File: src/design/bpa_pkg.sv
`default_nettype none
package bpa_pkg;

  localparam int LIST_DEPTH_DEF  = 64;
  localparam int BLOCK_BITS_DEF  = 32;
  localparam int NUM_CLASSES_DEF = 5;

  typedef enum logic [1:0] {
    ST_OK       = 2'd0,
    ST_DUP      = 2'd1,
    ST_NO_FRESH = 2'd2,
    ST_FULL     = 2'd3
  } status_t;

  typedef enum logic {
    REQ_ALLOC   = 1'b0,
    REQ_RELEASE = 1'b1
  } req_kind_t;

  typedef enum logic [2:0] {
    S_IDLE,
    S_ASCAN,
    S_SPLIT,
    S_RSTART,
    S_RSCAN,
    S_DONE
  } state_t;

  typedef struct packed {
    logic        req_type;
    logic [5:0]  size_units;
    logic [31:0] block_addr;
    logic [4:0]  offset_units;
    logic [5:0]  len_units;
    logic        release_direct;
    logic [31:0] fresh_block;
  } bpa_req_t;

  typedef struct packed {
    logic [31:0] piece_block;
    logic [4:0]  piece_offset;
    logic [5:0]  piece_len;
    logic        fresh_used;
    logic        block_freed;
    logic [31:0] freed_block;
    logic        freed_direct;
    logic [1:0]  status;
  } bpa_res_t;

  // Smallest size class whose piece holds len units, capped at the top class nc-1.
  function automatic logic [3:0] class_of(input logic [5:0] len, input int nc);
    logic [3:0] c;
    c = 4'd0;
    for (int i = 0; i < 7; i++) begin
      if ((int'(c) + 1 < nc) && ({26'd0, len} > (32'd1 << c))) begin
        c = c + 4'd1;
      end
    end
    return c;
  endfunction

endpackage
`default_nettype wire

File: src/design/bpa_ctrl.sv
`default_nettype none
module bpa_ctrl #(
  parameter int LIST_DEPTH  = 64,
  parameter int BLOCK_BITS  = 32,
  parameter int NUM_CLASSES = 5,
  parameter int AW          = 9,
  parameter int DW          = 38
) (
  input  wire logic              clk,
  input  wire logic              rst,
  input  wire logic              start,
  input  wire bpa_pkg::bpa_req_t req,
  output logic                   idle,
  input  wire logic              res_ready,
  output logic                   done,
  output bpa_pkg::bpa_res_t      res,
  output logic                   mem_we,
  output logic [AW-1:0]          mem_waddr,
  output logic [DW-1:0]          mem_wdata,
  output logic [AW-1:0]          mem_raddr,
  input  wire logic [DW-1:0]     mem_rdata
);
  import bpa_pkg::*;

  localparam int JW = $clog2(LIST_DEPTH);
  localparam int NW = $clog2(LIST_DEPTH + 1);
  localparam int CW = $clog2(NUM_CLASSES);
  localparam int KW = $clog2(NUM_CLASSES + 1);
  localparam int BW = BLOCK_BITS;
  localparam int OW = NUM_CLASSES;
  localparam logic [31:0] HALF_U    = 32'd1 << (NUM_CLASSES - 1);
  localparam logic [5:0]  BLOCK_LEN = 6'(1 << NUM_CLASSES);
  localparam logic [KW-1:0] TOP_K   = KW'(NUM_CLASSES);
  localparam logic [KW-1:0] LAST_K  = KW'(NUM_CLASSES - 1);
  localparam logic [NW-1:0] DEPTH_N = NW'(LIST_DEPTH);

  state_t state, state_next;

  logic [NW-1:0] counts [NUM_CLASSES];
  logic          is_alloc;
  logic [KW-1:0] k, c, rc;
  logic [BW-1:0] blk, freg, fblk;
  logic [OW-1:0] offs, roffs;
  logic [5:0]    plen;
  logic          used, rdir, ev_freed, fdir;
  status_t       ev_status;
  logic [NW-1:0] ra;
  logic          pv, space_ok;
  logic [JW-1:0] pj, space;

  logic [63:0] bin_ext, fin_ext, bout_ext, fout_ext;
  logic [15:0] oin_ext, oout_ext;
  logic [BW-1:0] bin, fin;
  logic [OW-1:0] oin;
  logic [5:0]  sz;
  logic [3:0]  c_req_full, c_rel_full;
  logic [KW-1:0] c_req, c_rel;
  logic        alloc_large, rel_large, rel_zero;
  logic [5:0]  len_c;

  logic [CW-1:0] cl;
  logic [NW-1:0] cnt;
  logic          rd_v;
  logic [BW-1:0] rd_blk;
  logic [OW-1:0] rd_offs;
  logic [OW-1:0] bitv, twin;
  logic          scanning, more, issue, scan_end, a_hit, match, r_twin, r_dup, stop;
  state_t        ret_state;

  always_comb begin
    bin_ext = {32'd0, req.block_addr};
    fin_ext = {32'd0, req.fresh_block};
    oin_ext = {11'd0, req.offset_units};
    bin     = bin_ext[BW-1:0];
    fin     = fin_ext[BW-1:0];
    oin     = oin_ext[OW-1:0];
    sz      = (req.size_units == 6'd0) ? 6'd1 : req.size_units;
    alloc_large = {26'd0, sz} > HALF_U;
    rel_large   = {26'd0, req.len_units} > HALF_U;
    rel_zero    = req.len_units == 6'd0;
    c_req_full = class_of(sz, NUM_CLASSES);
    c_rel_full = class_of(req.len_units, NUM_CLASSES);
    c_req   = c_req_full[KW-1:0];
    c_rel   = c_rel_full[KW-1:0];
    len_c   = 6'd1 << c;
  end

  always_comb begin
    cl       = (state == S_ASCAN) ? k[CW-1:0] : rc[CW-1:0];
    cnt      = counts[cl];
    rd_v     = mem_rdata[DW-1];
    rd_blk   = mem_rdata[OW +: BW];
    rd_offs  = mem_rdata[OW-1:0];
    bitv     = OW'(1) << rc;
    twin     = roffs ^ bitv;
    scanning = (state == S_ASCAN) || (state == S_RSCAN);
    more     = ra < cnt;
    a_hit    = (state == S_ASCAN) && pv && rd_v;
    match    = pv && rd_v && (rd_blk == blk);
    r_twin   = (state == S_RSCAN) && match && (rd_offs == twin);
    r_dup    = (state == S_RSCAN) && match && !r_twin && (rd_offs == roffs);
    stop     = a_hit || r_twin || r_dup;
    issue    = scanning && !stop && more;
    scan_end = scanning && !pv && !more;
    ret_state = is_alloc ? S_SPLIT : S_DONE;

    mem_raddr = {cl, ra[JW-1:0]};
    mem_we    = 1'b0;
    mem_waddr = {cl, pj};
    mem_wdata = {1'b0, rd_blk, rd_offs};
    if (a_hit || r_twin) begin
      mem_we = 1'b1;
    end else if ((state == S_RSCAN) && scan_end) begin
      mem_wdata = {1'b1, blk, roffs};
      if (space_ok) begin
        mem_we    = 1'b1;
        mem_waddr = {cl, space};
      end else if (cnt < DEPTH_N) begin
        mem_we    = 1'b1;
        mem_waddr = {cl, cnt[JW-1:0]};
      end
    end
  end

  always_comb begin
    state_next = state;
    case (state)
      S_IDLE: begin
        if (start) begin
          if (req.req_type == REQ_RELEASE) begin
            state_next = (rel_large || rel_zero) ? S_DONE : S_RSTART;
          end else begin
            state_next = alloc_large ? S_DONE : S_ASCAN;
          end
        end
      end
      S_ASCAN: begin
        if (a_hit) begin
          state_next = S_SPLIT;
        end else if (scan_end && (k == LAST_K)) begin
          state_next = (freg == '0) ? S_DONE : S_SPLIT;
        end
      end
      S_SPLIT:  state_next = (k > c) ? S_RSTART : S_DONE;
      S_RSTART: state_next = (rc == TOP_K) ? ret_state : S_RSCAN;
      S_RSCAN: begin
        if (r_twin) begin
          state_next = S_RSTART;
        end else if (r_dup || scan_end) begin
          state_next = ret_state;
        end
      end
      S_DONE: begin
        if (res_ready) begin
          state_next = S_IDLE;
        end
      end
      default: state_next = S_IDLE;
    endcase
  end

  always_ff @(posedge clk) begin
    if (rst) begin
      state <= S_IDLE;
    end else begin
      state <= state_next;
    end
  end

  always_ff @(posedge clk) begin
    if (rst) begin
      for (int i = 0; i < NUM_CLASSES; i++) begin
        counts[i] <= '0;
      end
      pv <= 1'b0;
      ra <= '0;
    end else begin
      pv <= issue;
      pj <= ra[JW-1:0];
      if (issue) begin
        ra <= ra + NW'(1);
      end
      case (state)
        S_IDLE: begin
          if (start) begin
            is_alloc  <= req.req_type == REQ_ALLOC;
            ev_status <= ST_OK;
            ev_freed  <= 1'b0;
            fblk      <= '0;
            fdir      <= 1'b0;
            used      <= 1'b0;
            plen      <= '0;
            blk       <= '0;
            offs      <= '0;
            freg      <= fin;
            ra        <= '0;
            if (req.req_type == REQ_RELEASE) begin
              blk   <= bin;
              rdir  <= req.release_direct;
              roffs <= oin;
              rc    <= c_rel;
              if (rel_large) begin
                ev_freed <= 1'b1;
                fblk     <= bin;
                fdir     <= req.release_direct;
              end
            end else if (alloc_large) begin
              if (fin == '0) begin
                ev_status <= ST_NO_FRESH;
              end else begin
                blk  <= fin;
                used <= 1'b1;
                plen <= BLOCK_LEN;
              end
            end else begin
              c <= c_req;
              k <= c_req;
            end
          end
        end
        S_ASCAN: begin
          if (a_hit) begin
            blk  <= rd_blk;
            offs <= rd_offs;
            plen <= len_c;
          end else if (scan_end) begin
            k  <= k + KW'(1);
            ra <= '0;
            if (k == LAST_K) begin
              if (freg == '0) begin
                ev_status <= ST_NO_FRESH;
              end else begin
                blk  <= freg;
                offs <= '0;
                used <= 1'b1;
                plen <= len_c;
              end
            end
          end
        end
        S_SPLIT: begin
          if (k > c) begin
            roffs <= offs;
            rc    <= k - KW'(1);
            offs  <= offs + (OW'(1) << (k - KW'(1)));
            k     <= k - KW'(1);
            rdir  <= 1'b1;
          end
        end
        S_RSTART: begin
          if (rc == TOP_K) begin
            if (!ev_freed) begin
              ev_freed <= 1'b1;
              fblk     <= blk;
              fdir     <= rdir;
            end
          end else begin
            ra       <= '0;
            space_ok <= 1'b0;
          end
        end
        S_RSCAN: begin
          if (r_twin) begin
            roffs <= roffs & ~bitv;
            rc    <= rc + KW'(1);
          end else if (r_dup) begin
            if (ev_status == ST_OK) begin
              ev_status <= ST_DUP;
            end
          end else if (pv && !rd_v) begin
            space    <= pj;
            space_ok <= 1'b1;
          end
          if (scan_end && !space_ok) begin
            if (cnt >= DEPTH_N) begin
              if (ev_status == ST_OK) begin
                ev_status <= ST_FULL;
              end
            end else begin
              counts[cl] <= cnt + NW'(1);
            end
          end
        end
        default: begin
        end
      endcase
    end
  end

  always_comb begin
    idle     = state == S_IDLE;
    done     = (state == S_DONE) && res_ready;
    bout_ext = 64'(blk);
    fout_ext = 64'(fblk);
    oout_ext = 16'(offs);
    res.piece_block  = (is_alloc && plen != '0) ? bout_ext[31:0] : 32'd0;
    res.piece_offset = (is_alloc && plen != '0) ? oout_ext[4:0] : 5'd0;
    res.piece_len    = is_alloc ? plen : 6'd0;
    res.fresh_used   = used;
    res.block_freed  = ev_freed;
    res.freed_block  = fout_ext[31:0];
    res.freed_direct = fdir;
    res.status       = ev_status;
  end

endmodule
`default_nettype wire

File: config.mk
export PLATFORM = sky130hd
export DESIGN_NAME = bpa_ctrl
export DESIGN_NICKNAME = d
export VERILOG_FILES = /design/src/design/bpa_pkg.sv /design/src/design/bpa_ctrl.sv
export SDC_FILE = /design/constraint.sdc
export NUM_CORES = 1
export LEC_CHECK = 0
export BUFFER_PORTS_ARGS = -buffer_cell sky130_fd_sc_hd__buf_4
export CAP_MARGIN = 30
export CORE_AREA = 3 3 187 189
export CTS_CLUSTER_DIAMETER = 100
export DETAILED_ROUTE_END_ITERATION = 10
export DIE_AREA = 0 0 190 192
export PLACE_DENSITY = 0.69
export REMOVE_ABC_BUFFERS = 1
export SYNTH_ARGS = -nofsm -noshare
export SYNTH_HDL_FRONTEND = slang
export SYNTH_SLANG_ARGS = --single-unit
File: constraint.sdc
create_clock -name clk -period 17.5 [get_ports clk]
set_input_delay 1.75 -clock clk [delete_from_list [all_inputs] [get_ports clk]]
set_output_delay 1.75 -clock clk [all_outputs]
set_load 0.005 [all_outputs]
; Yosys cells after proc, flatten, opt, wreduce, memory -nomap -nowiden
; Memory sizes are Yosys's and may differ from the RTL's.
; Index checks and enable logic that the tools add are counted.
[word_totals]
register_bits = 152
mem_count = 1
out_inout_bits = 139
mem_bits_rw = 35
elab_cells = 360
input_bits = 125
[classes]
n_mux = 150
add_sub_neg = 30
reduce_logical = 70
bitwise = 8
order_cmp = 32
eq_ne = 33
shift = 15
[mem_list]
columns = memory, depth, word_bits, read_ports, rd_clocked_by_memory_dff, wr, line
row1 = counts, 5, 7, 1, 0, 5, bpa_ctrl.sv:39  ; logic [NW-1:0] counts [NUM_CLASSES];
[ops]
columns = cell, n
row1 = $mux 32, 14
row2 = $gt 6x32->1, 12
row3 = $shl 1x4->32 const A, 11
row4 = $pmux 32 s2, 2
row5 = $mux 6, 14
row6 = $mux 3, 26
row7 = $mux 38, 2
row8 = $logic_not 32->1, 2
row9 = $add 4x1->5 const B, 11
row10 = $lt 5x3->1 const B, 11
row11 = $mux 5, 11
row12 = $mux 7, 6
row13 = $mux 1, 38
row14 = $add 4x1->4 const B, 9
row15 = $mux 4, 9
row16 = $eq 32x32->1, 1
row17 = $shl 1x1->32 const A, 1
row18 = $logic_and 1x1->1, 30
row19 = $mux 2, 15
row20 = $ne 2x2->1 const B, 15
row21 = $pmux 5 s3, 2
row22 = $pmux 7 s3, 1
row23 = $reduce_and 7->1, 3
row24 = $reduce_and 5->1, 4
row25 = 43 further kinds, 88

; Logic depth before layout (Yosys ltp)
; Gate-level depths: netlist of the first run.
[logic_depth]
ltp_word = 32
ltp_mapped = 66
mapped_depth_nobuf = 64

; Worst setup path before layout of the first run
; Ideal clock, no wire load.
[synth_path]
path_type = in2reg
from = input req[38] (netlist bit)
to = register rc[2], data pin
n_path_buf = 2
setup_slack_ps = 4732
setup_ps = 268
t_arrival_ps = 12500
required_ps = 17232
stages = 60
cell_sequence = or2_1 > clkbuf_1 > nor4_1 > ha_1 > nand2_1 > o21ai_0 > and3_1 > ha_1 > clkbuf_1 > inv_1 > ha_1 > nor2b_1 > o211ai_1 > a21bo_2 > a2bb2oi_1 > a21oi_1 > inv_1 > ha_1 > (+24 left out) > a21oi_1 > o21ai_0 > o211ai_1 > a2111o_1 > a22oi_2 > inv_1 > ha_1 > nor2b_1 > ha_1 > nor2b_1 > o21a_1 > o21a_1 > o21ai_0 > nand2b_1 > a21oi_1 > a311o_1 > a2111oi_0 > o31ai_1
[synth_via]
elab_chain_len = 29
word_cells_on_any_way = 47
cone_classes = add/sub: 12 / order compare: 13 / shift: 6 / mux: 10 / reduce/logical: 6
[synth_rtl]
columns = item, line
row1 = "start, declared", bpa_ctrl.sv:12  ; input wire bpa_pkg::bpa_req_t req,
row2 = $gt 6x1->1, bpa_pkg.sv:55  ; if ((int'(c) + 1 < nc) && ({26'd0, len} > (32'd1 << c))) begin
row3 = $mux 1, bpa_pkg.sv:55
row4 = $shl 1x4->32 or $add 4x1->5 (tied branches), bpa_pkg.sv:55
row5 = $gt 6x32->1 or $lt 5x3->1 (tied branches), bpa_pkg.sv:55
row6 = $logic_and 1x1->1, bpa_pkg.sv:55
row7 = $mux 4, bpa_pkg.sv:55
row8 = $shl 1x4->32 or $add 4x1->5 (tied branches), bpa_pkg.sv:55
row9 = $gt 6x32->1 or $lt 5x3->1 (tied branches), bpa_pkg.sv:55
row10 = (+13 left out), n/a
row11 = $mux 4, bpa_pkg.sv:55
row12 = $shl 1x4->32 or $add 4x1->5 (tied branches), bpa_pkg.sv:55
row13 = $gt 6x32->1 or $lt 5x3->1 (tied branches), bpa_pkg.sv:55
row14 = $logic_and 1x1->1, bpa_pkg.sv:55
row15 = $mux 3 *, bpa_pkg.sv:55
row16 = $mux 3 *, bpa_ctrl.sv:197  ; if (req.req_type == REQ_RELEASE) begin
row17 = $mux 3 *, bpa_ctrl.sv:185  ; if (start) begin
row18 = $pmux 3 s3 *, bpa_ctrl.sv:183  ; case (state)
row19 = "end signal, assigned", bpa_ctrl.sv:201  ; rc <= c_rel;
row20 = "end signal, assigned", bpa_ctrl.sv:244  ; rc <= k - KW'(1);
row21 = "end signal, assigned", bpa_ctrl.sv:265  ; rc <= rc + KW'(1);
row22 = "end, declared", bpa_ctrl.sv:41  ; logic [KW-1:0] k, c, rc;
; Mark *: on every way between the ends. The rest lies on a longest branch, timed or not. The select of a mux whose other input is x is not followed.
; A chain may end at the register's enable or synchronous reset.

; Worst setup path in the final report of the first run
; Ends and elaborated chain as after synthesis.

==> results of run 1 <==
worst max-delay path: cells and delay by family:
family,cells,cell delay (ns)
AND/OR/NAND/NOR,18,3.16
multiplexers,1,0.35
buffers and inverters,6,0.83
AO/OA/AOI/OAI,23,5.05
adder cells (fa/ha/maj),11,2.62
XOR/XNOR,1,0.18
layer usage:
metal  part of all wire [%]  global-route usage, %  up-vias  routed length, µm
met3                    6.9                   2.59       79               3140
met4                    2.9                   7.34        2               1330
met5                  0.029                      0        -                 13
li1                       -                      -     6145                  -
met1                     42                   31.3     6291              18900
met2                     49                   41.4      523              22100
logic make-up after synthesis:
group | count (synthesis) | share of synthesized area, %
DFF | 208 | 40.8
xor gates and xnor gates | 59 | 3.44
and+or+nand+nor | 531 | 18.0
muxes | 42 | 3.15
adders and majority gates | 140 | 11.7
AOI/OAI and AO/OA | 372 | 18.2
buffers and inverters | 169 | 4.67
registers in the layout, indices dropped and copies added (netlist names), 6 cells and up:
signal  count
blk        32
counts     56
fblk       32
freg       32
pj          6
plen        6
ra          7
space       6
cells in the final DEF, fill, tap and decap left out, types with 10 or more instances in the layout:
cell type and n:
nor4_1 28, o211ai_1 10, ha_1 139, xor2_1 32, a22o_1 38, nand2_1 187, nor3_1 21, nor2_1 72
a221oi_1 46, or2_2 11, edfxtp_1 197, o22ai_1 11, dfxtp_1 11, clkbuf_16 21, a21oi_1 50, o21a_1 15
a21o_1 11, buf_4 282, inv_1 81, xnor2_1 27, mux2_2 39, a31oi_1 50, nand4_1 15, and3_1 37
and2_1 75, nand3_1 24, nor2b_1 17, o21ai_0 38, a211oi_1 12, nand2b_1 10
how the worst max path moves through the flow:
stage,to,slack [ns],start
finish,rc[2]$_DFFE_PP_,3.77,req[38]
global route,rc[2]$_DFFE_PP_,2.65,req[38]
CTS,rc[2]$_DFFE_PP_,3.91,req[38]
detailed placement,rc[2]$_DFFE_PP_,3.37,req[38]
global placement,rc[2]$_DFFE_PP_,3.84,req[38]
floorplan,mem_waddr[4],4.86,state[0]$_SDFFE_PP0P_
per-stage QoR:
step	power, µW	hold WS [ns]	instance area, µm²	worst slack [ns]
finish	2250	0.469	18000	3.77
global route	2390	0.487	18000	2.65
CTS	2240	0.453	18000	3.91
detailed placement	1800	0.439	17400	3.37
global placement	1780	0.432	17400	3.84
floorplan	1410	0.427	14600	4.86
area by class of cell:
type / count / share of cell area, %
Antenna cell: 1 / 0.0139
Clock buffer: 29 / 3.14
Clock inverter: 6 / 0.431
Inverter: 84 / 1.75
Multi-Input combinational cell: 1144 / 45.8
Sequential cell: 208 / 34.1
Tap cell: 448 / 3.11
Timing Repair Buffer: 282 / 11.7
report_power, final:
part	switching (µW)	total (µW)	internal [µW]
Sequential	74.1	755	681
Combinational	645	1050	410
Clock	185	439	254
Total	904	2250	1350
==> results.yml, run 1 <==
synthesis:
  synth_top_area_share_pct: 39.4
  yosysSeqAreaShare_pct: 40.8
  yosysUniqueCellTypes: 90
  synth_enable_flop_cells: 197
  ys.flop_type: "edfxtp_1"
  syn-mean-instance-area_um2: 9.88
  yosysMostFrequentCell: "edfxtp_1"
  syn_inst: 1521
  synth_common_cells: "edfxtp_1, nand2_1, ha_1"
  syn_area_um2: 15000
  synth_warnings: 0
  ys_top_cells_by_area: "edfxtp_1, ha_1, nand2_1, and2_1, mux2_2"
  synth_top_area_cell: "edfxtp_1"
  ys_ff_latch: 208
  async_flop_share_pct: 0
critical_path:
  rrSetupSlack_ns: 11.11
  reg2reg_to: "blk[16]$_DFFE_PP_"
  start_kind: "primary input"
  crit_fanout: 9
  crit_path_top_delay_cell: "nor4_1"
  path_common_cell: "ha_1"
  r2r_cells: 18
  required_ns: 17.74
  worstPathArrival_ns: 13.97
  r2r_start: "state[0]$_SDFFE_PP0P_"
  end_kind: "flop"
  crit_path_max_incr_delay_ns: 0.61
  crit_type: "in2reg"
placed_design:
  globalplace.congestion: 0.890
  portBuffers: 263
  dp.cells: 2166
  post-dp-hpwl_um: 34300
global_route:
  antenna_found_initial: 2
  grt_max_degree: 77
  grt_pass1_wl_um: 69800
  grt-ovfl-total: 0
  track_usage_pct: 23.8
  grt_pass1_vias: 12400
final_layout:
  drive_gt1_share_pct: 22.5
  synthToLayoutAreaGrowth_pct: 19.9
  nets: 2006
  multiInputGateArea_um2: 8240
  fin_cells: 2202
  fin_util_pct: 53.9
  seqCellArea_um2: 6140
  n_fill_cell: 2957
clock_network:
  cts_tree: "yes"
  cts-resized-gates: 0
  clkSinkCount: 208
  clock_latency_ns: 0.50
  hold_buffers: 0
  post-cts-setup-buffers: 0
  cts_buffer_depth: 3
  cts.clk_slew.worst_paths_ns: 0.06
  cts_root_buf: "clkbuf_16"
  cts_buffers: 21
  htreeDepth: 1
hold_path:
  holdPathEnd: "space[4]$_DFFE_PP_"
  hold_class: "reg2reg"
  hold_depth: 0
  min_from: "pj[4]$_DFFE_PN_"
timing:
  tightest_slew_ns: 0.983
  fin_skew_ns: 0.00888
  setup_violations: 0
  setup_tns_ns: 0
  hold_violations: 0
  relSlewSlack_pct: 34.3
  rsz0062_at_grt: "false"
  max_freq_mhz: 72.8
  period_share_pct: 78.5
  layout_min_cycle_time_ns: 13.73
  maxSlewViolCount: 0
die:
  coreArea_um2: 33400
  die_y_um: 192
  die_area_um2: 36500
  ios: 264
  start_util_pct: 44.9
  rows: 67
  die_w_um: 190
route:
  drt_wl_total_um: 45500
  drt-pass1-iter-count: 5
  drtIter0Drc: 1069
  vias: 13000
  avgViaCountPerCell: 5.92
  wl_per_cell_um: 20.7
  antenna_left: 0
  drc_errors: 0
job:
  drv_cap: 0
power:
  ir_worst_vdd_mv: 0.0733
  powerDensity_nw_per_um2: 125
  p_leak_uw: 0.00749
outcome:
  outcome: "completed"
Note: power is estimated with default switching activity, not from simulation.
==> inputs of run 2 (changes only) <==
--- a/config.mk
+++ b/config.mk
@@ -5,12 +5,13 @@
 export SDC_FILE = /design/constraint.sdc
 export NUM_CORES = 1
 export LEC_CHECK = 0
+export ABC_AREA = 1
 export BUFFER_PORTS_ARGS = -buffer_cell sky130_fd_sc_hd__buf_4
 export CAP_MARGIN = 30
-export CORE_AREA = 3 3 187 189
+export CORE_AREA = 3 3 186 188
 export CTS_CLUSTER_DIAMETER = 100
 export DETAILED_ROUTE_END_ITERATION = 10
-export DIE_AREA = 0 0 190 192
+export DIE_AREA = 0 0 189 191
 export PLACE_DENSITY = 0.69
 export REMOVE_ABC_BUFFERS = 1
 export SYNTH_ARGS = -nofsm -noshare
==> constraint.sdc (replaced) <==
create_clock -name clk -period 13.75 [get_ports clk]
set_input_delay 1.375 -clock clk [delete_from_list [all_inputs] [get_ports clk]]
set_output_delay 1.375 -clock clk [all_outputs]
set_load 0.005 [all_outputs]
==> run 2 against run 1 <==
Global-route usage hardly changed. Non-clock buffer count fell by 6. Setup slack got worse by 0.58 ns. Core utilization is 0.33 points higher. Synthesized cell count rose by 16%. Routed wire length decreased by 1.8%. First-iteration DRC count is 4.8% lower. Flip-flop and latch count stayed put. Via count rose by 2.0%. Final area rose by 0.10%. Clock power increased by 47%. Largest power group unchanged.
==> results.yml, run 2 <==
synthesis:
  synth_mux_area_share_pct: 0.0672
  async_flop_share_pct: 0
  synth_common_cells: "nand2_1, inv_1, edfxtp_1"
  synthSimpleGateAreaFrac_pct: 21.7
  yosysSeqAreaShare_pct: 41.2
  synth_warnings: 0
  yosysUniqueCellTypes: 68
  ys_top_cells_by_area: "edfxtp_1, ha_1, nand2_1, inv_1, o21ai_0"
  syn-mean-instance-area_um2: 8.46
  synth-xor-area-share_pct: 1.76
  synth_top_area_share_pct: 39.7
  ys_ff_latch: 208
  synth_compound_area_share_pct: 13.8
  synth_top_family_by_area: "simple AND/OR/NAND/NOR gates"
  ys.flop_type: "edfxtp_1"
  synth_enable_flop_cells: 197
  synth_fa_ha_area_share_pct: 11.8
  synth_top_area_cell: "edfxtp_1"
  syn_inst: 1760
  syn_area_um2: 14900
  yosysMostFrequentCell: "nand2_1"
die:
  ios: 264
  die_y_um: 191
  die_area_um2: 36100
  rows: 67
  coreArea_um2: 33300
  start_util_pct: 44.8
  die_w_um: 189
final_layout:
  top_register: "counts"
  fin_util_pct: 54.2
  synthToLayoutAreaGrowth_pct: 21.1
  fin_cells: 2462
  largest_register_ffs: 56
  mostFrequentLayoutCell: "nand2_1"
  final_cell_mix: "nand2_1, buf_4, inv_1, edfxtp_1, nor2_1"
  n_fill_cell: 3049
  drive_gt1_share_pct: 20.1
  nets: 2262
critical_path:
  end_kind: "flop"
  crit_path_top_delay_cell: "ha_1"
  r2r_start: "state[2]$_SDFFE_PP0P_"
  crit_path_max_incr_delay_ns: 0.32
  worstPathArrival_ns: 10.81
  startpoint: "req[38]"
  path_common_cell: "nand2_1"
  start_kind: "primary input"
  crit_type: "in2reg"
  required_ns: 14.00
  crit_fanout: 6
global_route:
  grt-ovfl-total: 0
  grt_pass1_wl_um: 68900
  grt_max_degree: 78
  grt_pass1_vias: 12600
  track_usage_pct: 23.8
  antenna_found_initial: 1
timing:
  layout_min_cycle_time_ns: 10.56
  tightest_slew_ns: 1.06
  hold_violations: 0
  fin_skew_ns: 0.0194
  rsz0062_at_grt: "false"
  max_freq_mhz: 94.7
  maxSlewViolCount: 0
  period_share_pct: 76.8
  worst_hold_slack_ns: 0.451
  setup_tns_ns: 0
  relSlewSlack_pct: 28.9
  setup_violations: 0
placed_design:
  portBuffers: 263
  dp.cells: 2420
  globalplace.congestion: 0.917
  post-dp-hpwl_um: 33600
outcome:
  outcome: "completed"
hold_path:
  hold_class: "reg2reg"
  min_from: "pj[3]$_DFFE_PN_"
clock_network:
  cts_buffers: 23
  cts.clk_slew.worst_paths_ns: 0.06
  hold_buffers: 0
  cts_tree: "yes"
  cts_root_buf: "clkbuf_16"
  post-cts-setup-buffers: 0
  cts_buffer_depth: 3
  htreeDepth: 1
  cts-resized-gates: 0
  clkSinkCount: 208
  clock_latency_ns: 0.51
route:
  drtIter0Drc: 1018
  drt-pass1-iter-count: 5
  vias: 13300
  antenna_left: 0
  wl_per_cell_um: 18.2
  drc_errors: 0
  avgViaCountPerCell: 5.40
  drt_wl_total_um: 44700
power:
  p_leak_uw: 0.00818
  powerDensity_nw_per_um2: 172
  ir_worst_vdd_mv: 0.100
job:
  drv_cap: 0
-- run 2: cell types whose count changed in the layout (fill, tap and decap cells not counted), moves of 19 or more --
cell      change
o21ai_0     +107
nor2_1       +81
nand3_1      +61
inv_1       +190
mux2_2       -39
xnor2_1      -19
a22o_1       -34
a221oi_1     -34
and3_1       -36
and2_1       -72
nand2_1     +133
-- run 2: cells by family after synthesis --
logic type	after synthesis
simple gates	687
buf+inv	357
xor+xnor	30
mux	1
flops	208
compound gates	337
fa+ha+maj	140
-- run 2: area by class of cell --
class	instances	area [µm²]	share of cell area, %
antenna	1	2.50	0.0139
clock buffer	32	629	3.49
clock inverter	9	149	0.825
inverter	293	1110	6.18
multi-input combinational	1195	7380	40.9
sequential	208	6140	34.0
tap	448	561	3.11
timing repair buffer	276	2070	11.5
-- run 2: metal layers --
layer  vias up  share of wire, %  GRT usage (%)
met1      6225                41           31.3
met2       557                49           41.6
met3        75               7.6           2.49
li1       6449                 -              -
met5         -                 0              0
met4         0               2.8           7.05
-- run 2: worst paths after layout --
path	end	slack, ns	depth (start not counted)
min	space[3]$_DFFE_PP_	0.45	0
max	rc[1]$_DFFE_PP_	3.19	69
min reg2reg	space[3]$_DFFE_PP_	0.45	0
max reg2reg	counts[6][0]$_DFFE_PP_	8.38	19
-- run 2: stage by stage --
| stage | worst slack (ns) | area [µm²] | total power (µW) |
|---|---|---|---|
| finish | 3.19 | 18000 | 3090 |
| global route | 2.11 | 18000 | 3300 |
| CTS | 3.25 | 18000 | 3090 |
| detailed placement | 2.75 | 17300 | 2440 |
| global placement | 3.09 | 17300 | 2410 |
| floorplan | 3.96 | 14600 | 1920 |
-- run 2: critical path: cells and delay by family --
family,cells,cell delay [ns]
simple gates,31,3.34
fa+ha+maj,13,2.90
compound gates,13,2.27
buf+inv,12,0.95
-- run 2: power breakdown --
group	switching, µW	internal, µW
sequential	76.6	890
clock	250	394
combinational	976	509
